$ cat src/rtl/skinp_pkg.sv
// Shared types and fixed-point constants of the skin likelihood pipeline.
package skinp_pkg;

   localparam int EXP_TABLE_DEPTH = 256;

   localparam int CHAN_W  = 8;
   localparam int CSR_W   = 16;
   localparam int INDEX_W = 3;
   localparam int CHROMA_W = 18;
   localparam int LIKE_W  = 8;

   localparam logic [19:0] COEF_YR = 20'd313524;
   localparam logic [19:0] COEF_YG = 20'd615514;
   localparam logic [19:0] COEF_YB = 20'd119538;
   localparam logic [19:0] COEF_U  = 20'd515899;
   localparam logic [19:0] COEF_V  = 20'd919601;

   localparam logic [INDEX_W-1:0] CSR_MEAN_CB    = 3'd0;
   localparam logic [INDEX_W-1:0] CSR_MEAN_CR    = 3'd1;
   localparam logic [INDEX_W-1:0] CSR_INV_COV_BB = 3'd2;
   localparam logic [INDEX_W-1:0] CSR_INV_COV_BR = 3'd3;
   localparam logic [INDEX_W-1:0] CSR_INV_COV_RR = 3'd4;
   localparam logic [INDEX_W-1:0] CSR_BLUE_FIRST = 3'd5;

   localparam logic [15:0] RESET_MEAN_CB    = 16'd30062;
   localparam logic [15:0] RESET_MEAN_CR    = 16'd38031;
   localparam logic [15:0] RESET_INV_COV_BB = 16'd11290;
   localparam logic [15:0] RESET_INV_COV_BR = 16'hF866;
   localparam logic [15:0] RESET_INV_COV_RR = 16'd7720;

   typedef struct packed {
      logic [15:0]        mean_cb;
      logic [15:0]        mean_cr;
      logic [15:0]        inv_cov_bb;
      logic signed [15:0] inv_cov_br;
      logic [15:0]        inv_cov_rr;
      logic               blue_first;
   } cfg_type;

endpackage

$ cat src/rtl/skinp_expo.sv
// Table index scaling and the exponential lookup that drives the output word.
module skinp_expo #(
   parameter int EXP_TABLE_DEPTH = skinp_pkg::EXP_TABLE_DEPTH
) (
   input  logic                              clock,
   input  logic                              reset,
   input  logic                              en,
   input  logic                              in_valid,
   input  logic                              in_neg,
   input  logic                              in_over,
   input  logic [39:0]                       in_dist,
   output logic                              out_valid,
   output logic [skinp_pkg::LIKE_W-1:0]      out_likelihood
);

   localparam int AW = $clog2(EXP_TABLE_DEPTH);
   localparam int IW = AW + 1;
   localparam int PW = 40 + IW;

   typedef logic [7:0] table_type [EXP_TABLE_DEPTH];

   function automatic longint div_step(input longint t, input int k);
      case (k)
         2:       return t / 2;
         3:       return t / 3;
         4:       return t / 4;
         5:       return t / 5;
         6:       return t / 6;
         7:       return t / 7;
         8:       return t / 8;
         9:       return t / 9;
         10:      return t / 10;
         11:      return t / 11;
         12:      return t / 12;
         default: return t;
      endcase
   endfunction

   function automatic table_type build_table();
      table_type tbl;
      longint    x;
      longint    term;
      longint    ratio;
      longint    v;
      longint    e;
      x     = (longint'(8) << 31) / EXP_TABLE_DEPTH;
      term  = longint'(1) << 31;
      ratio = longint'(1) << 31;
      v     = longint'(1) << 31;
      for (int k = 1; k <= 12; k++) begin
         term = (term * x) >>> 31;
         term = div_step(term, k);
         if ((k % 2) == 1) begin
            ratio = ratio - term;
         end else begin
            ratio = ratio + term;
         end
      end
      for (int i = 0; i < EXP_TABLE_DEPTH; i++) begin
         e = (255 * v + (longint'(1) << 30)) >>> 31;
         if (e > 255) begin
            e = 255;
         end
         if (e < 0) begin
            e = 0;
         end
         tbl[i] = 8'(e);
         v = (v * ratio + (longint'(1) << 30)) >>> 31;
      end
      return tbl;
   endfunction

   localparam table_type EXP_TABLE = build_table();

   logic [PW-1:0] scaled;
   logic [IW-1:0] index;
   logic          beyond;

   logic          f_valid_ff;
   logic          f_neg_ff, f_zero_ff;
   logic [AW-1:0] f_addr_ff;

   logic                         g_valid_ff;
   logic [skinp_pkg::LIKE_W-1:0] g_likelihood_in;
   logic [skinp_pkg::LIKE_W-1:0] g_likelihood_ff;

   assign scaled = PW'(in_dist) * PW'(EXP_TABLE_DEPTH) + (PW'(1) << 39);
   assign index  = scaled[PW-1:40];
   assign beyond = in_over || (index >= IW'(EXP_TABLE_DEPTH));

   always_ff @(posedge clock) begin
      if (reset) begin
         f_valid_ff <= 1'b0;
         g_valid_ff <= 1'b0;
      end else if (en) begin
         f_valid_ff <= in_valid;
         g_valid_ff <= f_valid_ff;
      end
   end

   always_ff @(posedge clock) begin
      if (en) begin
         f_neg_ff  <= in_neg;
         f_zero_ff <= beyond;
         f_addr_ff <= beyond ? '0 : index[AW-1:0];
      end
   end

   always_comb begin
      if (f_neg_ff) begin
         g_likelihood_in = 8'd255;
      end else if (f_zero_ff) begin
         g_likelihood_in = 8'd0;
      end else begin
         g_likelihood_in = EXP_TABLE[f_addr_ff];
      end
   end

   always_ff @(posedge clock) begin
      if (en) begin
         g_likelihood_ff <= g_likelihood_in;
      end
   end

   assign out_valid      = g_valid_ff;
   assign out_likelihood = g_likelihood_ff;

endmodule

$ cat config.mk
export PLATFORM = sky130hd
export DESIGN_NAME = skinp_expo
export DESIGN_NICKNAME = d
export VERILOG_FILES = /design/src/rtl/skinp_pkg.sv /design/src/rtl/skinp_expo.sv
export SDC_FILE = /design/constraint.sdc
export NUM_CORES = 1
export LEC_CHECK = 0
export BUFFER_PORTS_ARGS = -buffer_cell sky130_fd_sc_hd__buf_2
export CAP_MARGIN = 20
export CORE_MARGIN = 2
export CORE_UTILIZATION = 45
export CTS_BUF_LIST = sky130_fd_sc_hd__clkbuf_8
export DETAILED_ROUTE_END_ITERATION = 8
export GPL_TIMING_DRIVEN = 0
export PLACE_DENSITY = 0.7
export SYNTH_ARGS = -nofsm -noshare
export SYNTH_HDL_FRONTEND = slang
export SYNTH_SLANG_ARGS = --single-unit
$ cat constraint.sdc
create_clock -name clock -period 3.2 [get_ports clock]
set_input_delay 0.16 -clock clock [delete_from_list [all_inputs] [get_ports clock]]
set_output_delay 0.16 -clock clock [all_outputs]
set_load 0.03 [all_outputs]
# After elaboration in Yosys (flattened, before gate mapping)
# Memory sizes are Yosys's and may differ from the RTL's.
# Cells that the tools add are included.
[classes]
reduce_logical = 1
mul = 0
add_sub_neg = 1
bitwise = 1
n_div = 0
shifts = 0
muxes = 3
n_lt_le_gt_ge = 2
eq_ne = 0
[op_table]
columns = ["cell", "n"]
rows = [
  ["$add 48x40->49 const B", 1],
  ["$mux 8", 3],
  ["$ge 9x9->1 const B", 2],
  ["$not 8->9", 1],
  ["$logic_or 1x1->1", 1],
]
[totals]
mem_count = 1
romBits = 2048
out_inout_bits = 9
mem_bits_rw = 0
latch_bits = 0
register_bits = 20
elab_cells = 15
[mem_list]
columns = ["memory", "words", "width", "read_ports", "rd_ports_with_merged_regs", "wr", "line_no", "source"]
rows = [
  ["(name not given)", 256, 8, 1, 0, 0, "skinp_expo.sv:115", "g_likelihood_in = EXP_TABLE[f_addr_ff];"],
]

# Logic depth before layout (Yosys ltp)
# Gate-level depths: netlist of the first run.
[logic_depth]
ltp_word = 5
depth_mapped = 8
depth_no_buf = 7

# Least setup slack after synthesis of the first run
# OpenSTA, ideal clock, no wires.
[synth_path]
kind = "register to register"
startpoint = "register f_addr_ff[1]"
endpoint = "register g_likelihood_ff, in the netlist out_likelihood[3], data pin"
synth_period_minus_slack_ns = 2.191
setup_slack_ns = 1.009
t_arrival_ns = 1.935
path_stages_with_launch = 8
path_buffers = 1
path_cell_list = "edfxtp_1 -> inv_1 -> ha_1 -> clkbuf_1 -> and3_1 -> or4_1 -> a21o_1 -> a41o_1"
[synth_between]
elab_chain_len = 5
[synth_rtl]
columns = ["element", "line_no", "source"]
rows = [
  ["start, declared", "skinp_expo.sv:81", "logic [AW-1:0] f_addr_ff;"],
  ["start signal, assigned", "skinp_expo.sv:105", "f_addr_ff <= beyond ? '0 : index[AW-1:0];"],
  ["$not 8->9 (not written as such)", "skinp_expo.sv:115", ""],
  ["$mem_v2 256x8", "n/a", ""],
  ["$mux 8 (not written as such) (2 in series)", "skinp_expo.sv:115", ""],
  ["$mux 8", "skinp_expo.sv:112", "end else if (f_zero_ff) begin"],
  ["end signal, assigned", "skinp_expo.sv:121", "g_likelihood_ff <= g_likelihood_in;"],
  ["end, declared", "skinp_expo.sv:85", "logic [skinp_pkg::LIKE_W-1:0] g_likelihood_ff;"],
]
# No other way between the ends. The select of a mux whose other input is x is not followed.
# A chain may end at the register's enable or synchronous reset.

# Final worst setup path of the first run
[layout_path]
startpoint = "register f_addr_ff[1]"
endpoint = "register g_likelihood_ff, in the netlist out_likelihood[1], data pin"
# The elaborated chain is that of the path after synthesis.

==> key figures, run 1 <==
Global route
  • Grt met3 use: 4.144%
  • Pin count of the biggest net entering global routing: 21
  • Tot GR Track Use: 25.88%
  • Met1 usage: 33.96%
  • Vias in the first global route: 2169
  • GRT overflow: 0
  • First-pass GRT wire length: 10700 um
  • Met2 usage: 40.20%
  • Initial antenna violation count: 0
  • Grt peak-use layer: met2

Placed design
  • Post-DP HPWL: 4708 um
  • Routability cong.: 0.9687
  • Port bufs: 23

Critical path
  • Crit path max-delay family: flip-flops
  • Crit-path max FO: 11
  • WS Path Type: reg -> reg
  • Critical Path, Cell by Cell: inv_1, ha_1, nand2b_1, o211ai_1, a21oi_1, nor4_1, a41oi_1
  • R2R setup slack: 0.42 ns
  • Worst setup SP type: flop
  • CP Capture Type: flop
  • Worst path slowest cell: edfxtp_1
  • Critical path arrival: 2.77 ns
  • Worst Path Required: 3.19 ns
  • Buf/Inv on CP: 1
  • Worst reg2reg path depth: 7
  • Reg-to-Reg Start: f_addr_ff[1]
  • RR Endpoint: out_likelihood[1]
  • Critical path's largest stage delay: 0.63 ns

Clock network
  • CTS Buf Count: 3
  • Hold-fix buffers, CTS: 0
  • Root buffer cell: clkbuf_8
  • Clk sinks: 20
  • Clock transition at the registers of the reported paths: 0.08 ns
  • CTS tree: yes
  • Post-CTS Setup Bufs: 0
  • CTS H-tree lvls: 1
  • Worst-Skew Late Latency: 0.26 ns
  • # resized after CTS: 0
  • Max Root-Sink Buffers: 2

Routing
  • Routed length per instance: 19.41 um
  • Via density: 6.946
  • Wire length after detailed routing: 6521 um
  • DRC: 0
  • Post-route ant nets: 0
  • Drt first pass iters: 5
  • Routed vias: 2334
  • Initial drt markers: 448

STA
  • Rel. slew slack: 61.67%
  • Minimum clock period: 2.783 ns
  • Final setup fails: 0
  • Final hold vios: 0
  • Slew @ Worst Pin: 0.5728 ns
  • FMAX: 0.3594 GHz
  • Setup tns final: 0 ns
  • Worst Skew: 0.003280 ns
  • RSZ-0062 raised after global routing: false
  • Max-slew violations: 0
  • Crit share post-route: 86.96%

Floorplanning
  • Die Wd: 72.75 um
  • I/O pin cnt: 55
  • Initial core utilization: 45.95%
  • Die height: 72.75 um
  • CORE AREA: 0.004629 mm2
  • Total die area: 0.005293 mm2
  • Row cnt: 25

Yosys
  • Sequential-to-total area share from yosys stat: 27.29%
  • Flip-flop and latch count after synthesis: 20
  • Mean post-synth cell area: 8.341 um2
  • Synthesis Warnings: 0
  • Post-synth cell types: 61
  • FFs w/ async S/R, synth: 0%
  • Ys flop type: edfxtp_1
  • Syn Inst Count: 255
  • Post-Synthesis Cell Area: 0.002127 mm2
  • Post-synth EDFFs: 18
  • Syn_nets: 310

Job
  • Max_cap viols: 0

Final layout
  • Register Area: 580.6 um2
  • FILL cells: 446
  • Share of cells above drive strength 1: 19.86%
  • N_diodes: 0
  • Multi-input gate area: 0.001354 mm2
  • Area growth, synth to finish: 11.94%
  • Most frequent cells in the layout: buf_2 (36), nor2_1 (25), edfxtp_1 (18)
  • Nets: 338
  • Commonest non-fill, non-tap cell in the layout: buf_2

Power and ir drop
  • Static leakage: 0.9443 nW
  • PwrDens: 407.6 mW/mm2
  • Maximum VDD drop: 0.2518 mV
  • Final Power: 0.0009706 W
  • Clock power frac: 26.1%
  • Pint: 0.0006184 W
  • Combinational power share: 40.3%
  • P_sw: 0.0003522 W
  • Sequential share of power: 33.6%
  • Switching Fraction: 36.29%

Min path
  • Hold path start: reset
  • Hold WC Path Type: in -> reg
  • Hold Path End: out_valid
  • Hold Crit Depth: 2

Status
  • Status: finished clean
==> how the worst max path moves through the flow <==
stage | startpoint | to | slack (ns) | depth (start not counted)
floorplan | f_addr_ff[1] | out_likelihood[3] | 1.01 | 7
CTS | f_addr_ff[1] | out_likelihood[1] | 0.59 | 7
global route | f_addr_ff[1] | out_likelihood[1] | 0.37 | 7
global placement | f_addr_ff[1] | out_likelihood[1] | 0.57 | 7
detailed placement | f_addr_ff[1] | out_likelihood[1] | 0.60 | 7
finish | f_addr_ff[1] | out_likelihood[1] | 0.42 | 7
==> per-stage QoR <==
step	cell area [um2]	worst slack, ns	util, %	hold WS, ns	cells
after floorplan	2127	1.009	-	0.2324	255
after global placement	2310	0.5688	49.89	0.3375	332
after CTS	2381	0.5874	51.43	0.05842	336
after detailed placement	2310	0.5995	49.89	0.3408	332
final	2381	0.4173	51.43	0.06150	336
after global routing	2381	0.3709	51.43	0.05710	336
==> synth_stat cells (2+ instances only) <==
cell	count	area share (%)
nor2_1	25	4.4
edfxtp_1	18	25
nand2_1	17	3.0
o21ai_0	15	3.5
a21oi_1	14	3.3
buf_2	13	3.1
nand3_1	11	2.6
nor2b_1	10	2.9
ha_1	9	5.3
and3_1	7	2.1
a211oi_1	6	2.1
inv_1	6	1.1
xor2_1	6	2.5
buf_6	5	2.6
nand2b_1	5	1.5
o31ai_1	5	1.8
a21o_1	4	1.4
a31oi_1	4	1.2
a41o_1	4	1.9
clkbuf_1	4	0.71
mux2i_1	4	1.9
nor3b_1	4	1.4
o311ai_0	4	1.6
o32ai_1	4	1.6
nor3_1	3	0.71
o2111ai_1	3	1.2
o211ai_1	3	1.1
o22ai_1	3	0.88
a311o_1	2	0.94
a31o_2	2	0.82
dfxtp_1	2	1.9
o21a_1	2	0.71
o31a_1	2	0.82
xnor2_1	2	0.82
==> layout make-up <==
cell class	count	area share, %
flip-flops and latches	20	24.38
repair buffers	23	4.834
well taps	54	2.838
inverters	8	1.261
plain buffers	25	6.831
multi-input cells	202	56.86
clock inverters	1	1.261
clock buffers	3	1.734
==> registers in the layout, indices dropped and copies added (netlist names) <==
name and flops:
f_addr_ff 8, f_neg_ff 1, f_valid_ff 1, f_zero_ff 1
out_likelihood 8, out_valid 1
==> power groups by stage <==
stage	combinational [W]	clock (W)	sequential, W
2_1_floorplan	0.000251	0	0.000347
3_3_place_gp	0.000379	0	0.000331
3_5_place_dp	0.000375	0	0.000331
4_1_cts	0.000377	0.000257	0.000325
5_1_grt	0.000418	0.000267	0.000328
6_report	0.000391	0.000254	0.000326
==> metal layers <==
layer / part of all wire [%] / vias to the layer above / wire length, um
li1: - / 1032 / -
met1: 39 / 1047 / 2554
met2: 44 / 213 / 2860
met3: 11 / 42 / 748
met4: 5.5 / 0 / 358
met5: 0 / - / 0
==> cell families after synthesis <==
| family | count (synthesis) | share of synthesized area, % |
|---|---|---|
| AND/OR/NAND/NOR | 90 | 21.59 |
| adder cells (fa/ha/maj) | 9 | 5.294 |
| multiplexers | 5 | 2.941 |
| XOR/XNOR | 8 | 3.294 |
| flip-flops | 20 | 27.29 |
| AO/OA/AOI/OAI | 90 | 30.53 |
| buffers and inverters | 33 | 9.058 |
Note: power is estimated with default switching activity, not from simulation.
==> run 2: changes to the inputs <==
--- a/config.mk
+++ b/config.mk
@@ -13,6 +13,9 @@
 export DETAILED_ROUTE_END_ITERATION = 8
 export GPL_TIMING_DRIVEN = 0
 export PLACE_DENSITY = 0.7
+export RECOVER_POWER = 100
+export REMOVE_ABC_BUFFERS = 1
+export SLEW_MARGIN = 5
 export SYNTH_ARGS = -nofsm -noshare
 export SYNTH_HDL_FRONTEND = slang
 export SYNTH_SLANG_ARGS = --single-unit
==> key figures, run 2 (same netlist as run 1, synthesis figures left out) <==
Routing
  • Routed length per instance: 17.18 um
  • Initial drt markers: 419
  • DRC: 0
  • Drt first pass iters: 6
  • Routed vias: 2086
  • Via density: 6.643
  • Post-route ant nets: 0
  • Wire length after detailed routing: 5396 um

Final layout
  • Commonest non-fill, non-tap cell in the layout: nor2_1
  • Share of cells above drive strength 1: 9.615%
  • Area growth, synth to finish: 7.177%
  • N_diodes: 0
  • Finished Cell Area: 0.002280 mm2
  • Most frequent cells in the layout: nor2_1 (25), edfxtp_1 (18), nand2_1 (17)
  • Nets: 316

Power and ir drop
  • Static leakage: 0.8478 nW
  • Maximum VDD drop: 0.2312 mV
  • PwrDens: 409.1 mW/mm2

Global route
  • First-pass GRT wire length: 8818 um
  • Tot GR Track Use: 21.22%
  • Initial antenna violation count: 0
  • GRT overflow: 0
  • Pin count of the biggest net entering global routing: 41
  • Vias in the first global route: 1767

Critical path
  • Worst reg2reg path depth: 6
  • Critical Path, Cell by Cell: inv_1, ha_1, a21oi_1, or4_1, a21o_1, a41o_1
  • RR Endpoint: out_likelihood[3]
  • Critical path arrival: 2.92 ns
  • Buf/Inv on CP: 1
  • Worst Path Required: 3.21 ns
  • CP Capture Type: flop
  • Crit path max-delay family: flip-flops
  • R2R setup slack: 0.29 ns
  • Critical path's largest stage delay: 0.82 ns
  • Reg-to-Reg Start: f_addr_ff[1]
  • Worst path slowest cell: edfxtp_1
  • WS Path Type: reg -> reg
  • Worst setup SP type: flop
  • Crit-path max FO: 20

Floorplanning
  • Die Wd: 72.75 um
  • Total die area: 0.005293 mm2
  • CORE AREA: 0.004629 mm2
  • I/O pin cnt: 55
  • Die height: 72.75 um
  • Row cnt: 25
  • Initial core utilization: 45.95%

Min path
  • Hold WC Path Type: in -> reg
  • Hold Path End: f_valid_ff
  • Hold Crit Depth: 2
  • Hold path start: reset

STA
  • Slew @ Worst Pin: 1.065 ns
  • Minimum clock period: 2.910 ns
  • Max-slew violations: 0
  • Post-route setup slack: 0.2904 ns
  • Final hold vios: 0
  • Crit share post-route: 90.93%
  • Worst Skew: 0.002780 ns
  • FMAX: 0.3437 GHz
  • RSZ-0062 raised after global routing: false
  • Final setup fails: 0
  • Rel. slew slack: 29.03%

Clock network
  • Max Root-Sink Buffers: 2
  • Root buffer cell: clkbuf_8
  • # resized after CTS: 0
  • Post-CTS Setup Bufs: 0
  • Clock transition at the registers of the reported paths: 0.07 ns
  • Worst-Skew Late Latency: 0.26 ns
  • CTS Buf Count: 3
  • CTS H-tree lvls: 1
  • Hold-fix buffers, CTS: 0
  • CTS tree: yes
  • Clk sinks: 20

Placed design
  • Setup WS pre-CTS: 0.3077 ns
  • Dpl cell area: 0.002175 mm2
  • Post-DP HPWL: 3564 um
  • Routability cong.: 0.9276
  • Port bufs: 23

Status
  • Status: finished clean

Job
  • Max_cap viols: 0
-- run 2: how the worst max path moves through the flow --
stage / startpoint / to / slack (ns) / cells past startpoint
global route: f_addr_ff[1] / out_likelihood[3] / 0.11 / 6
floorplan: f_addr_ff[3] / out_likelihood[4] / 0.65 / 5
CTS: f_addr_ff[1] / out_likelihood[3] / 0.29 / 6
global placement: f_addr_ff[3] / out_likelihood[4] / -0.13 / 5
finish: f_addr_ff[1] / out_likelihood[3] / 0.29 / 6
detailed placement: f_addr_ff[1] / out_likelihood[3] / 0.31 / 6
-- run 2: where the power goes --
group / switching (W) / internal, W / total [W] / leakage, nW
Combinational: 0.000196 / 0.000130 / 0.000325 / 0.622
Clock: 0.0000853 / 0.000167 / 0.000252 / 0.0357
Sequential: 0.0000435 / 0.000312 / 0.000355 / 0.190
Total: 0.000324 / 0.000608 / 0.000933 / 0.848
-- run 2: final cells by class --
cell class	count	area (um2)
fill	442	2350
timing repair buffer	26	182.7
sequential	20	580.6
inverter	8	30.03
multi-input combinational	202	1348
clock inverter	1	30.03
tap	54	67.56
clock buffer	3	41.29
-- run 2: per-layer routing --
layer | GRT usage, % | part of all wire [%]
met2 | 30.30 | 45
met3 | 5.387 | 9.1
met4 | 6.790 | 2.1
met5 | 0 | 0
met1 | 31.21 | 44
-- run 2: through the flow --
stage / utilization (%) / setup TNS, ns / hold WS [ns] / std cells / power, W
after floorplan: - / 0 / 0.2324 / 230 / 0.0005692
after global placement: 46.38 / -0.2449 / 0.3374 / 307 / 0.0006601
after detailed placement: 46.97 / 0 / 0.3383 / 308 / 0.0006665
after CTS: 48.51 / 0 / 0.05764 / 312 / 0.0009184
after global routing: 49.24 / 0 / 0.04924 / 314 / 0.0009827
final: 49.24 / 0 / 0.06089 / 314 / 0.0009326
-- run 2: worst reg2reg max path, stage by stage (launching register included) --
cell and delay, ns:
edfxtp_1 0.82, inv_1 0.36, ha_1 0.53, a21oi_1 0.06, or4_1 0.47, a21o_1 0.17
a41o_1 0.25
