File: src/rtl/skinp_pkg.sv
// Shared types and fixed-point constants of the skin likelihood pipeline.
package skinp_pkg;

   localparam int EXP_TABLE_DEPTH = 256;

   localparam int CHAN_W  = 8;
   localparam int CSR_W   = 16;
   localparam int INDEX_W = 3;
   localparam int CHROMA_W = 18;
   localparam int LIKE_W  = 8;

   localparam logic [19:0] COEF_YR = 20'd313524;
   localparam logic [19:0] COEF_YG = 20'd615514;
   localparam logic [19:0] COEF_YB = 20'd119538;
   localparam logic [19:0] COEF_U  = 20'd515899;
   localparam logic [19:0] COEF_V  = 20'd919601;

   localparam logic [INDEX_W-1:0] CSR_MEAN_CB    = 3'd0;
   localparam logic [INDEX_W-1:0] CSR_MEAN_CR    = 3'd1;
   localparam logic [INDEX_W-1:0] CSR_INV_COV_BB = 3'd2;
   localparam logic [INDEX_W-1:0] CSR_INV_COV_BR = 3'd3;
   localparam logic [INDEX_W-1:0] CSR_INV_COV_RR = 3'd4;
   localparam logic [INDEX_W-1:0] CSR_BLUE_FIRST = 3'd5;

   localparam logic [15:0] RESET_MEAN_CB    = 16'd30062;
   localparam logic [15:0] RESET_MEAN_CR    = 16'd38031;
   localparam logic [15:0] RESET_INV_COV_BB = 16'd11290;
   localparam logic [15:0] RESET_INV_COV_BR = 16'hF866;
   localparam logic [15:0] RESET_INV_COV_RR = 16'd7720;

   typedef struct packed {
      logic [15:0]        mean_cb;
      logic [15:0]        mean_cr;
      logic [15:0]        inv_cov_bb;
      logic signed [15:0] inv_cov_br;
      logic [15:0]        inv_cov_rr;
      logic               blue_first;
   } cfg_type;

endpackage

File: src/rtl/skinp_color.sv
// Color conversion stages: luma, then the two chroma values in signed Q.8.
module skinp_color (
   input  logic                                clock,
   input  logic                                reset,
   input  logic                                en,
   input  logic                                in_valid,
   input  logic [skinp_pkg::CHAN_W-1:0]        chan_zero,
   input  logic [skinp_pkg::CHAN_W-1:0]        chan_one,
   input  logic [skinp_pkg::CHAN_W-1:0]        chan_two,
   input  skinp_pkg::cfg_type                  cfg,
   output logic                                out_valid,
   output logic signed [skinp_pkg::CHROMA_W-1:0] out_u,
   output logic signed [skinp_pkg::CHROMA_W-1:0] out_v
);

   logic [7:0]  red, blue;
   logic [28:0] y20;
   logic [16:0] a_y8_in;

   logic        a_valid_ff;
   logic [16:0] a_y8_ff;
   logic [7:0]  a_red_ff, a_blue_ff;

   logic signed [17:0] diff_b, diff_r;
   logic signed [39:0] sum_u, sum_v;
   logic signed [39:0] shift_u, shift_v;
   logic signed [17:0] b_u_in, b_v_in;

   logic               b_valid_ff;
   logic signed [17:0] b_u_ff, b_v_ff;

   assign red  = cfg.blue_first ? chan_two : chan_zero;
   assign blue = cfg.blue_first ? chan_zero : chan_two;

   assign y20 = 29'(skinp_pkg::COEF_YR) * 29'(red)
              + 29'(skinp_pkg::COEF_YG) * 29'(chan_one)
              + 29'(skinp_pkg::COEF_YB) * 29'(blue)
              + (29'd16 << 20);
   assign a_y8_in = 17'((y20 + 29'd2048) >> 12);

   always_ff @(posedge clock) begin
      if (reset) begin
         a_valid_ff <= 1'b0;
      end else if (en) begin
         a_valid_ff <= in_valid;
      end
   end

   always_ff @(posedge clock) begin
      if (en) begin
         a_y8_ff   <= a_y8_in;
         a_red_ff  <= red;
         a_blue_ff <= blue;
      end
   end

   assign diff_b = $signed({2'b00, a_blue_ff, 8'h00}) - $signed({1'b0, a_y8_ff});
   assign diff_r = $signed({2'b00, a_red_ff, 8'h00}) - $signed({1'b0, a_y8_ff});

   assign sum_u = 40'($signed({1'b0, skinp_pkg::COEF_U}) * diff_b)
                + (40'sd1 <<< 35) + (40'sd1 <<< 19);
   assign sum_v = 40'($signed({1'b0, skinp_pkg::COEF_V}) * diff_r)
                + (40'sd1 <<< 35) + (40'sd1 <<< 19);

   assign shift_u = sum_u >>> 20;
   assign shift_v = sum_v >>> 20;
   assign b_u_in  = shift_u[17:0];
   assign b_v_in  = shift_v[17:0];

   always_ff @(posedge clock) begin
      if (reset) begin
         b_valid_ff <= 1'b0;
      end else if (en) begin
         b_valid_ff <= a_valid_ff;
      end
   end

   always_ff @(posedge clock) begin
      if (en) begin
         b_u_ff <= b_u_in;
         b_v_ff <= b_v_in;
      end
   end

   assign out_valid = b_valid_ff;
   assign out_u     = b_u_ff;
   assign out_v     = b_v_ff;

endmodule

File: config.mk
export PLATFORM = sky130hd
export DESIGN_NAME = skinp_color
export DESIGN_NICKNAME = d
export VERILOG_FILES = /design/src/rtl/skinp_pkg.sv /design/src/rtl/skinp_color.sv
export SDC_FILE = /design/constraint.sdc
export NUM_CORES = 1
export LEC_CHECK = 0
export BUFFER_PORTS_ARGS = -buffer_cell sky130_fd_sc_hd__buf_2
export CAP_MARGIN = 20
export CORE_MARGIN = 4
export CORE_UTILIZATION = 30
export CTS_BUF_LIST = sky130_fd_sc_hd__clkbuf_2 sky130_fd_sc_hd__clkbuf_4 sky130_fd_sc_hd__clkbuf_8
export DETAILED_ROUTE_END_ITERATION = 10
export HOLD_SLACK_MARGIN = 0.06
export MAX_ROUTING_LAYER = met4
export SETUP_SLACK_MARGIN = 0.2
export SLEW_MARGIN = 10
export SYNTH_ARGS = -nofsm -noshare
export SYNTH_HDL_FRONTEND = slang
export SYNTH_SLANG_ARGS = --single-unit
File: constraint.sdc
create_clock -name clock -period 13.1 [get_ports clock]
set_clock_uncertainty 0.2 [all_clocks]
set_input_delay 2.62 -clock clock [delete_from_list [all_inputs] [get_ports clock]]
set_output_delay 2.62 -clock clock [all_outputs]
set_load 0.005 [all_outputs]
# Yosys cells after proc, flatten, opt, wreduce, memory -nomap -nowiden
# Index checks and enable logic that the tools add are counted.
# classes
addsub	10
multipliers	5
n_mux	2
# ops
operator	n
adder 38 x 21 -> 38 bit (second input constant)	2
adder 38 x 37 -> 38 bit (second input constant)	2
multiplier 20 x 18 -> 38 bit (first input constant)	1
multiplier 21 x 18 -> 38 bit (first input constant)	1
subtractor 16 x 17 -> 18 bit	2
adder 27 x 28 -> 29 bit	1
adder 29 x 12 -> 29 bit (second input constant)	1
adder 29 x 25 -> 29 bit	1
adder 29 x 25 -> 29 bit (second input constant)	1
multiplier 19 x 8 -> 27 bit (first input constant)	1
multiplier 17 x 8 -> 25 bit (first input constant)	1
multiplier 16 x 8 -> 24 bit (first input constant)	1
2-to-1 mux 8 bit	2
# word_totals
reg_bits	71
inputBits	109
out_inout_bits	37
wordCells	24

# Longest topological paths before layout
# Gate-level depths: netlist of run 1.
# depth
ltp_word	6
mapped_depth	34
mapped_depth_nobuf	33

# Worst setup path before layout of run 1
# OpenSTA, ideal clock, no wires.
# synth_path
path_type	input port to flip-flop
startpoint	input port cfg[0] in the netlist's numbering
endpoint	register a_y8_ff[15] (data pin)
setup_time_ps	258
t_arrival_ps	9768
required_ps	12642
slack_ps	2874
cell_stages	28
n_path_buf	2
path_cell_list	buf_2 buf_1 mux2i_1 inv_1 ha_1 ha_1 inv_1 fa_1 inv_1 fa_1 ha_1 a21o_1 a21oi_1 o21ai_1 a21bo_1 o41a_1 a41o_1 or4_1 nand2_1 xnor2_1 fa_1 fa_1 ha_1 o21ai_0 o22a_1 o311ai_1 a21oi_1 xnor2_1
# synth_between
elab_chain_len	6
elab_cells_between_ends	8
classes_between	4 x add/sub; 2 x mul; 2 x mux
# synth_lines
element	line	rtl
start, declared	skinp_color.sv:10	input skinp_pkg::cfg_type cfg,
2-to-1 mux 8 bit	skinp_color.sv:32	assign red = cfg.blue_first ? chan_two : chan_zero;
named net red[3]	skinp_color.sv:16	logic [7:0] red, blue;
multiplier 17 x 8 -> 25 bit	skinp_color.sv:35	assign y20 = 29'(skinp_pkg::COEF_YR) * 29'(red)
adder 27 x 28 -> 29 bit	skinp_color.sv:36	+ 29'(skinp_pkg::COEF_YG) * 29'(chan_one)
adder 29 x 25 -> 29 bit	skinp_color.sv:37	+ 29'(skinp_pkg::COEF_YB) * 29'(blue)
adder 29 x 25 -> 29 bit	skinp_color.sv:38	+ (29'd16 << 20);
adder 29 x 12 -> 29 bit	skinp_color.sv:39	assign a_y8_in = 17'((y20 + 29'd2048) >> 12);
named net a_y8_in[15]	skinp_color.sv:18	logic [16:0] a_y8_in;
end signal, assigned	skinp_color.sv:51	a_y8_ff <= a_y8_in;
end, declared	skinp_color.sv:21	logic [16:0] a_y8_ff;
# The timed path passes the listed nets, and every way through them passes these cells.
# A chain may end at the register's enable or synchronous reset.

# Worst setup path in the final report of run 1
# layout_path
startpoint	input port cfg[0] in the netlist's numbering
endpoint	register a_y8_ff[15] (data pin)
# layout_between
elab_cells_between_ends	8
classes_between	4 x add/sub; 2 x mul; 2 x mux
# layout_rtl
element	line	rtl
2-to-1 mux 8 bit	skinp_color.sv:33	assign blue = cfg.blue_first ? chan_zero : chan_two;
named net blue[4]	skinp_color.sv:16	
multiplier 16 x 8 -> 24 bit	skinp_color.sv:37	
adder 29 x 25 -> 29 bit	skinp_color.sv:37	
adder 29 x 25 -> 29 bit	skinp_color.sv:38	
adder 29 x 12 -> 29 bit	skinp_color.sv:39	
named net a_y8_in[15]	skinp_color.sv:18	
# The timed path passes the listed nets, and every way through them passes these cells.

==> run metrics, run 1 <==
status finished clean; setup violators final 0; RSZ-0062 raised after global routing no; CTS H-tree depth 3; Wirelength per Cell 14.60 um; nets 3,280; Syn-to-layout area delta 7.965%; critical path type primary input to register; Synth Warn # 0; vias in the first global route 15,450; Worst Setup Start Kind primary input; dpl hpwl 42,450 um; antenna viol nets, final 0; CTS tree done; Post-CTS Resized 0; chip height 280.5 um; number of library cell types mapped by synthesis 79; Total GRT Usage 0.1304; number of antenna violations at the first check in global routing 1; final slew viol count 0; Die Footprint 78,680 um2; layout cell share with drive strength beyond 1 0.05846; TritonCTS Buffers 9; via count 14,480; Hold Fails Final Rpt 0; largest net degree at the start of global routing 72; Max FO, Critical Path 16; Post-Route WL 47,490 um; final worst path period need 11.01 ns; Die Width 280.5 um; Sink Count 71; cell count after synthesis 2,206; post-route setup TNS 0 ns; routed vias/inst 4.453; syn avg cell area 10.10 um2; part of the cycle the worst path needs 0.8408; Starting Density 0.3038; Skew-Pair Late Insertion Delay 0.39 ns; clock slew seen by the registers of the worst setup and hold paths 0.09 ns; hold bufs inserted after CTS 0; Synth Net Count 3,199; Root Buffer clkbuf_8; post-synthesis async set-or-reset flop share 0; post-CTS setup buffers 0; DRC Markers 0; number of I/O port buffers 65; critical path capture point type register; clk buf depth 2; Max Clk Rate 0.09079 GHz; Max-cap violations 0; Pre-Repair DR Iteration Count 7; Routability Congestion 0.8836; Top FF cell, synth edfxtp_1; number of synthesized flops with an enable pin 69; io pins 146; register bit total from synthesis 71; global-route wire length before repair 79,940 um; slew margin rel. 0.3407; pin slew with the least headroom to its limit 0.9615 ns; Mapped Area 22,280 um2; 1st-iter DRT viols 516; critical path data required time 13.05 ns; CORE AREA 73,330 um2; overflow left after global routing 0; Seq/Total Area, Yosys 0.09481; Worst EP arrival 10.96 ns; Cell Rows 99; hold crit path type register to register
kinds of logic (layout without fill, tap and decap cells):
group	after synthesis	in the layout	synth area share
AOI/OAI and AO/OA	284	284	0.08796
DFF	71	71	0.09481
adders and majority gates	884	884	0.6023
other	1	2	0.0001683
and+or+nand+nor	228	228	0.05224
xor gates and xnor gates	136	136	0.05482
muxes	19	19	0.008987
buffers and inverters	583	669	0.09869
metal layers:
metal | track usage | vias to the layer above | part of all wire
met3 | 0.008903 | 21 | 0.020
met5 | - | - | 0
li1 | - | 7348 | -
met4 | 0.02391 | 0 | 0.013
met1 | 0.1707 | 6977 | 0.48
met2 | 0.2250 | 136 | 0.49
critical path, cell delays in order:
cell	delay [ns]
buf_2	0.39
mux2i_1	0.73
inv_1	0.35
fa_1	0.63
ha_1	0.26
fa_1	0.54
inv_1	0.06
fa_1	0.54
inv_1	0.05
ha_1	0.32
a21o_1	0.17
a21oi_1	0.24
o21bai_1	0.10
a21oi_1	0.25
xnor2_1	0.14
fa_1	0.50
inv_1	0.04
ha_1	0.29
ha_1	0.33
a2111oi_0	0.65
o21ai_0	0.34
o2111a_1	0.26
o21ai_1	0.13
a31oi_1	0.16
a31oi_2	0.39
o311ai_1	0.17
a21oi_1	0.21
xnor2_1	0.08
per-stage QoR:
step           setup slack [ns]  area [um2]  std cells  hold WS, ns    util
3_3_place_gp              1.841       23850       3235       0.2817  0.3252
3_5_place_dp              1.686       23850       3235       0.2872  0.3252
6_report                  2.086       24050       3252       0.3111  0.3280
2_1_floorplan             2.874       22280       2206       0.2601       -
5_1_grt                   1.583       24050       3252       0.3743  0.3280
4_1_cts                   2.139       24050       3251       0.3087  0.3279
placed cells by master (no fill, tap or decap), types with 11 or more instances in the layout:
| cell | n |
|---|---|
| nor2b_1 | 11 |
| nor2_1 | 78 |
| xnor2_1 | 86 |
| nand4_1 | 12 |
| xor2_1 | 46 |
| nor3_1 | 25 |
| mux2i_1 | 11 |
| o21a_1 | 19 |
| a21o_1 | 47 |
| o21ai_0 | 20 |
| buf_2 | 64 |
| inv_1 | 578 |
| a31oi_1 | 11 |
| edfxtp_1 | 69 |
| fa_1 | 314 |
| ha_1 | 570 |
| buf_4 | 11 |
| nand3_1 | 14 |
| o21bai_1 | 14 |
| nand2_1 | 33 |
| o21ai_1 | 11 |
| a21oi_1 | 86 |
registers in the layout (all words and copies together) (netlist names):
signal	cells
a_red_ff	8
a_blue_ff	8
a_y8_ff	17
a_valid_ff	1
out_u	18
out_v	18
out_valid	1
area by class of cell:
class	instances	area [um2]
diodes	1	2.502
clock buffers	11	138.9
clock inverters	5	58.81
fillers	7619	49280
inverters	578	2170
multi-input cells	1552	17970
flip-flops and latches	71	2112
well taps	959	1200
repair buffers	75	402.9
cells in the mapped netlist (7+ instances only):
master    count  area [um2]
o21a_1       19       142.6
a211oi_1     10       75.07
or3_1         7       43.79
o21ai_0      20       100.1
fa_1        314        6286
o21ai_1      11       55.05
nand4_1      12       75.07
nor2b_1      11       68.82
nand2_1      33       123.9
o21bai_1     14       105.1
ha_1        570        7132
inv_1       578        2170
a31oi_1      11       68.82
xnor2_1      86       753.2
and2_1        9       56.30
mux2i_1      11       110.1
nor2_1       78       292.8
mux2_2        8       90.09
o211ai_1      9       67.56
edfxtp_1     69        2072
nand2b_1     10       62.56
nor3_1       25       125.1
xor2_1       46       402.9
a21o_1       47       352.8
a21oi_1      86       430.4
nand3_1      14       70.07
final timing paths:
path                   start           to  depth (start not counted)  slack [ns]
setup / recovery      cfg[0]  a_y8_ff[15]                         28        2.09
hold / removal     out_valid    out_valid                          2        0.31
setup reg to reg  a_y8_ff[0]    out_v[17]                         28        3.36
hold reg to reg    out_valid    out_valid                          2        0.31
Power of run 1 is left out: the tool's default activity adds up to more than one toggle a clock period on the data nets, which glitch-free logic cannot reach.
==> inputs of run 2 (changes only) <==
==> constraint.sdc (replaced) <==
create_clock -name clock -period 11 [get_ports clock]
set_clock_uncertainty 0.2 [all_clocks]
set_input_delay 2.2 -clock clock [delete_from_list [all_inputs] [get_ports clock]]
set_output_delay 2.2 -clock clock [all_outputs]
set_load 0.005 [all_outputs]
==> run metrics, run 2 (synthesized netlist as in run 1, its figures left out) <==
status finished clean; Hold Crit Start out_valid; nets 3,292 (+0.37%); Worst Setup Start Kind primary input; Routability Congestion 0.8704 (-1.5%); Cell Count, Final, Fillers Out 3,264 (+0.37%); Crit. Startpoint cfg[0]; cell family with most CP delay adder cells; Root Buffer clkbuf_8; Max FO, Critical Path 16 (unchanged); routed vias/inst 4.486 (+0.73%); 1st-iter DRT viols 481 (-6.8%); Cell Rows 99 (unchanged); Total GRT Usage 0.1302 (-0.0001515); largest net degree at the start of global routing 72 (unchanged); CTS H-tree depth 3 (unchanged); critical path type primary input to register; most common cell after layout, fill and taps aside inv_1; Post-CTS Resized 0 (unchanged); slowest CP cell mux2i_1; Reg2Reg Depth 28 (unchanged); reg2reg start a_y8_ff[2]; Die Footprint 78,680 um2 (unchanged); final slew viol count 0 (unchanged); DRC Markers 0 (unchanged); Hold Fails Final Rpt 0 (unchanged); met1 wire length 22,390 um (-0.84%); Wirelength per Cell 14.55 um (-0.36%); Starting Density 0.3038 (unchanged); setup violators final 0 (unchanged); number of I/O port buffers 65 (unchanged); Worst EP arrival 9.98 ns (-0.98 ns); Die Width 280.5 um (unchanged); critical path data required time 10.96 ns (-2.09 ns); slew margin rel. 0.3508 (+0.01019); Max Clk Rate 0.09973 GHz; hold crit path type register to register; Sink Count 71 (unchanged); setup slack, reg-to-reg 2.00 ns (-1.36 ns); final worst path period need 10.03 ns; antenna viol nets, final 0 (unchanged); post-CTS setup buffers 0 (unchanged); TritonCTS Buffers 9 (unchanged); part of the cycle the worst path needs 0.9115; Max-cap violations 0 (unchanged); global-route wire length before repair 79,870 um (about the same); layout cell share with drive strength beyond 1 0.06337 (+0.004904); most frequent cells in the layout inv_1, ha_1, fa_1; Pre-Repair DR Iteration Count 4 (-3); clk buf depth 2 (unchanged); worst path bufs/invs 6 (+1); vias in the first global route 15,410 (-0.30%); uppermost layer routed met4; met3 wire len 963 um (-0.72%); io pins 146 (unchanged); Cells after DPL 3,247 (+0.37%); Skew-Pair Late Insertion Delay 0.40 ns (about the same); critical path capture point type register; CORE AREA 73,330 um2 (unchanged); reg-to-reg endpoint out_u[17]; Post-Route WL 47,490 um (about the same); hold endpoint out_valid; CTS tree done; dpl hpwl 42,800 um (+0.81%); clock slew seen by the registers of the worst setup and hold paths 0.08 ns (about the same); post-route setup TNS 0 ns (unchanged); hold bufs inserted after CTS 0 (unchanged); overflow left after global routing 0 (unchanged); met2 wire length 23,450 um (+0.58%); CP Depth 29 (+3.6%); RSZ-0062 raised after global routing no; pin slew with the least headroom to its limit 0.9737 ns (+0.01222 ns); number of antenna violations at the first check in global routing 1 (unchanged); cell depth of the worst hold path 2 (unchanged); chip height 280.5 um (unchanged); via count 14,640 (+1.1%); Syn-to-layout area delta 8.493%; Critical Path Max Stage Delay 0.57 ns (-0.16 ns)
run 2: changes by cell type in the layout (fill, tap and decap cells not counted), sizes merged:
cell / previous run / this run
buf: 75 / 87
bufinv: 1 / 2
clkbuf: 11 / 10
clkinvlp: 2 / 1
inv: 578 / 579
run 2: final cells by class:
cell class | count | area [um2]
antenna | 1 | 2.502
clock buffer | 10 | 131.4
clock inverter | 6 | 93.84
fill | 7564 | 49160
inverter | 578 | 2170
multi-input combinational | 1552 | 17970
sequential | 71 | 2112
tap | 959 | 1200
timing repair buffer | 87 | 493.0
run 2: through the flow:
step	setup slack (ns)	area, um2	util	hold WS (ns)
4_1_cts	0.9842	24170	0.3295	0.3078
2_1_floorplan	1.194	22280	-	0.2601
6_report	0.9730	24170	0.3296	0.3080
3_3_place_gp	0.6099	23940	0.3265	0.2803
5_1_grt	0.4393	24170	0.3296	0.3594
3_5_place_dp	0.5357	23940	0.3265	0.2867
run 2: routing by layer:
metal,vias up,GRT usage
li1,7387,-
met2,134,0.2225
met1,7095,0.1709
met3,26,0.009902
met5,-,-
met4,0,0.02599
run 2: worst max path at each step:
stage / slack, ns / endpoint
after floorplan: 1.19 / a_y8_ff[15]
after global placement: 0.61 / a_y8_ff[15]
after detailed placement: 0.54 / a_y8_ff[15]
after CTS: 0.98 / a_y8_ff[15]
after global routing: 0.44 / a_y8_ff[15]
final: 0.97 / a_y8_ff[15]
run 2: worst min-delay path: stages, from the launching register on:
cell and delay (ns):
dfxtp_1 0.33, mux2i_1 0.06, nor2_1 0.08
Power of run 2 is left out for the same reason.
==> inputs of run 3 (changes only) <==
--- a/config.mk
+++ b/config.mk
@@ -9,7 +9,7 @@
 export CAP_MARGIN = 20
 export CORE_MARGIN = 4
 export CORE_UTILIZATION = 30
-export CTS_BUF_LIST = sky130_fd_sc_hd__clkbuf_2 sky130_fd_sc_hd__clkbuf_4 sky130_fd_sc_hd__clkbuf_8
+export CTS_BUF_LIST = sky130_fd_sc_hd__clkbuf_4
 export DETAILED_ROUTE_END_ITERATION = 10
 export HOLD_SLACK_MARGIN = 0.06
 export MAX_ROUTING_LAYER = met4
==> run metrics, run 3 (synthesized netlist as in run 1, its figures left out) <==
multi-input logic area 17,970 um2 (unchanged); global-route wire length before repair 80,100 um (+0.29%); hold crit path type register to register; most frequent cells in the layout inv_1, ha_1, fa_1; nets 3,292 (unchanged); Hold Fails Final Rpt 0 (unchanged); overflow left after global routing 0 (unchanged); Max FO, Critical Path 16 (unchanged); Pre-Repair DR Iteration Count 7 (+3); layout cell share with drive strength beyond 1 0.06337 (unchanged); routed vias/inst 4.478 (-0.18%); Cell Count, Final, Fillers Out 3,264 (unchanged); cell family with most CP delay adder cells; antenna viol nets, final 0 (unchanged); Critical Path Max Stage Delay 0.57 ns (about the same); Worst EP arrival 9.98 ns (about the same); post-CTS setup buffers 0 (unchanged); chip height 280.5 um (unchanged); Post-Route WL 47,510 um (about the same); CORE AREA 73,330 um2 (unchanged); Routability Congestion 0.8704 (unchanged); largest net degree at the start of global routing 72 (unchanged); Starting Density 0.3038 (unchanged); slew margin rel. 0.3589 (+0.008067); sequential cell area 2112 um2 (unchanged); clk buf depth 2 (unchanged); Max Clk Rate 0.1012 GHz (+1.5%); filler cell count in the final layout 7,575 (+0.15%); hold bufs inserted after CTS 0 (unchanged); part of the cycle the worst path needs 0.8983 (-0.01326); via count 14,620 (-0.18%); Cells after DPL 3,247 (unchanged); worst path bufs/invs 6 (unchanged); CTS H-tree depth 3 (unchanged); slowest CP cell mux2i_1; DRC Markers 0 (unchanged); dpl hpwl 42,800 um (unchanged); final worst path period need 9.881 ns (-0.1458 ns); clock slew seen by the registers of the worst setup and hold paths 0.13 ns (+0.05 ns); RSZ-0062 raised after global routing no; Worst Setup Start Kind primary input; CTS tree done; Post-CTS Resized 0 (unchanged); critical path data required time 11.10 ns (+0.14 ns); io pins 146 (unchanged); Sink Count 71 (unchanged); Die Footprint 78,680 um2 (unchanged); most common cell after layout, fill and taps aside inv_1; vias in the first global route 15,400 (-0.052%); Root Buffer clkbuf_4; Die Width 280.5 um (unchanged); Syn-to-layout area delta 8.240%; Max-cap violations 0 (unchanged); number of I/O port buffers 65 (unchanged); setup violators final 0 (unchanged); post-route setup TNS 0 ns (unchanged); final slew viol count 0 (unchanged); pin slew with the least headroom to its limit 0.9616 ns (-0.01210 ns); status finished clean; Wirelength per Cell 14.56 um (about the same); number of antenna violations at the first check in global routing 1 (unchanged); critical path type primary input to register; Skew-Pair Late Insertion Delay 0.53 ns (+0.13 ns); TritonCTS Buffers 9 (unchanged); critical path capture point type register; Cell Rows 99 (unchanged); Total GRT Usage 0.1302 (about the same); 1st-iter DRT viols 567 (+18%)
-- run 3: cell counts in the layout (fill, tap and decap cells not counted) --
No cell type changed its count.
-- run 3: routing by layer --
metal | track usage | share of wire | up-vias
met2 | 0.2256 | 0.50 | 105
met3 | 0.007655 | 0.016 | 17
met1 | 0.1719 | 0.48 | 7101
li1 | - | - | 7392
met4 | 0.02079 | 0.0086 | 0
met5 | - | 0 | -
-- run 3: final timing paths --
path / start / end / slack, ns / depth (start not counted)
max: cfg[0] / a_y8_ff[15] / 1.12 / 29
min: out_valid / out_valid / 0.32 / 2
max reg2reg: a_y8_ff[2] / out_u[17] / 1.99 / 28
min reg2reg: out_valid / out_valid / 0.32 / 2
-- run 3: final cells by class --
| cell class | count | area share |
|---|---|---|
| diodes | 1 | 0.0001038 |
| flip-flops and latches | 71 | 0.08759 |
| clock buffers | 10 | 0.003113 |
| clock inverters | 6 | 0.003892 |
| well taps | 959 | 0.04976 |
| repair buffers | 87 | 0.02045 |
| multi-input cells | 1552 | 0.7451 |
| inverters | 578 | 0.08998 |
-- run 3: worst min-delay path, cell delays in order (launching register included) --
cell	delay [ns]
dfxtp_1	0.35
mux2i_1	0.06
nor2_1	0.08
-- run 3: through the flow --
stage | instance area [um2] | utilization | setup slack [ns] | hold slack (ns)
after floorplan | 22280 | - | 1.194 | 0.2601
after global placement | 23940 | 0.3265 | 0.6099 | 0.2803
after detailed placement | 23940 | 0.3265 | 0.5357 | 0.2867
after CTS | 24110 | 0.3288 | 1.145 | 0.3189
after global routing | 24110 | 0.3288 | 0.5888 | 0.3710
final | 24110 | 0.3288 | 1.119 | 0.3190
Power of run 3 is left out for the same reason.
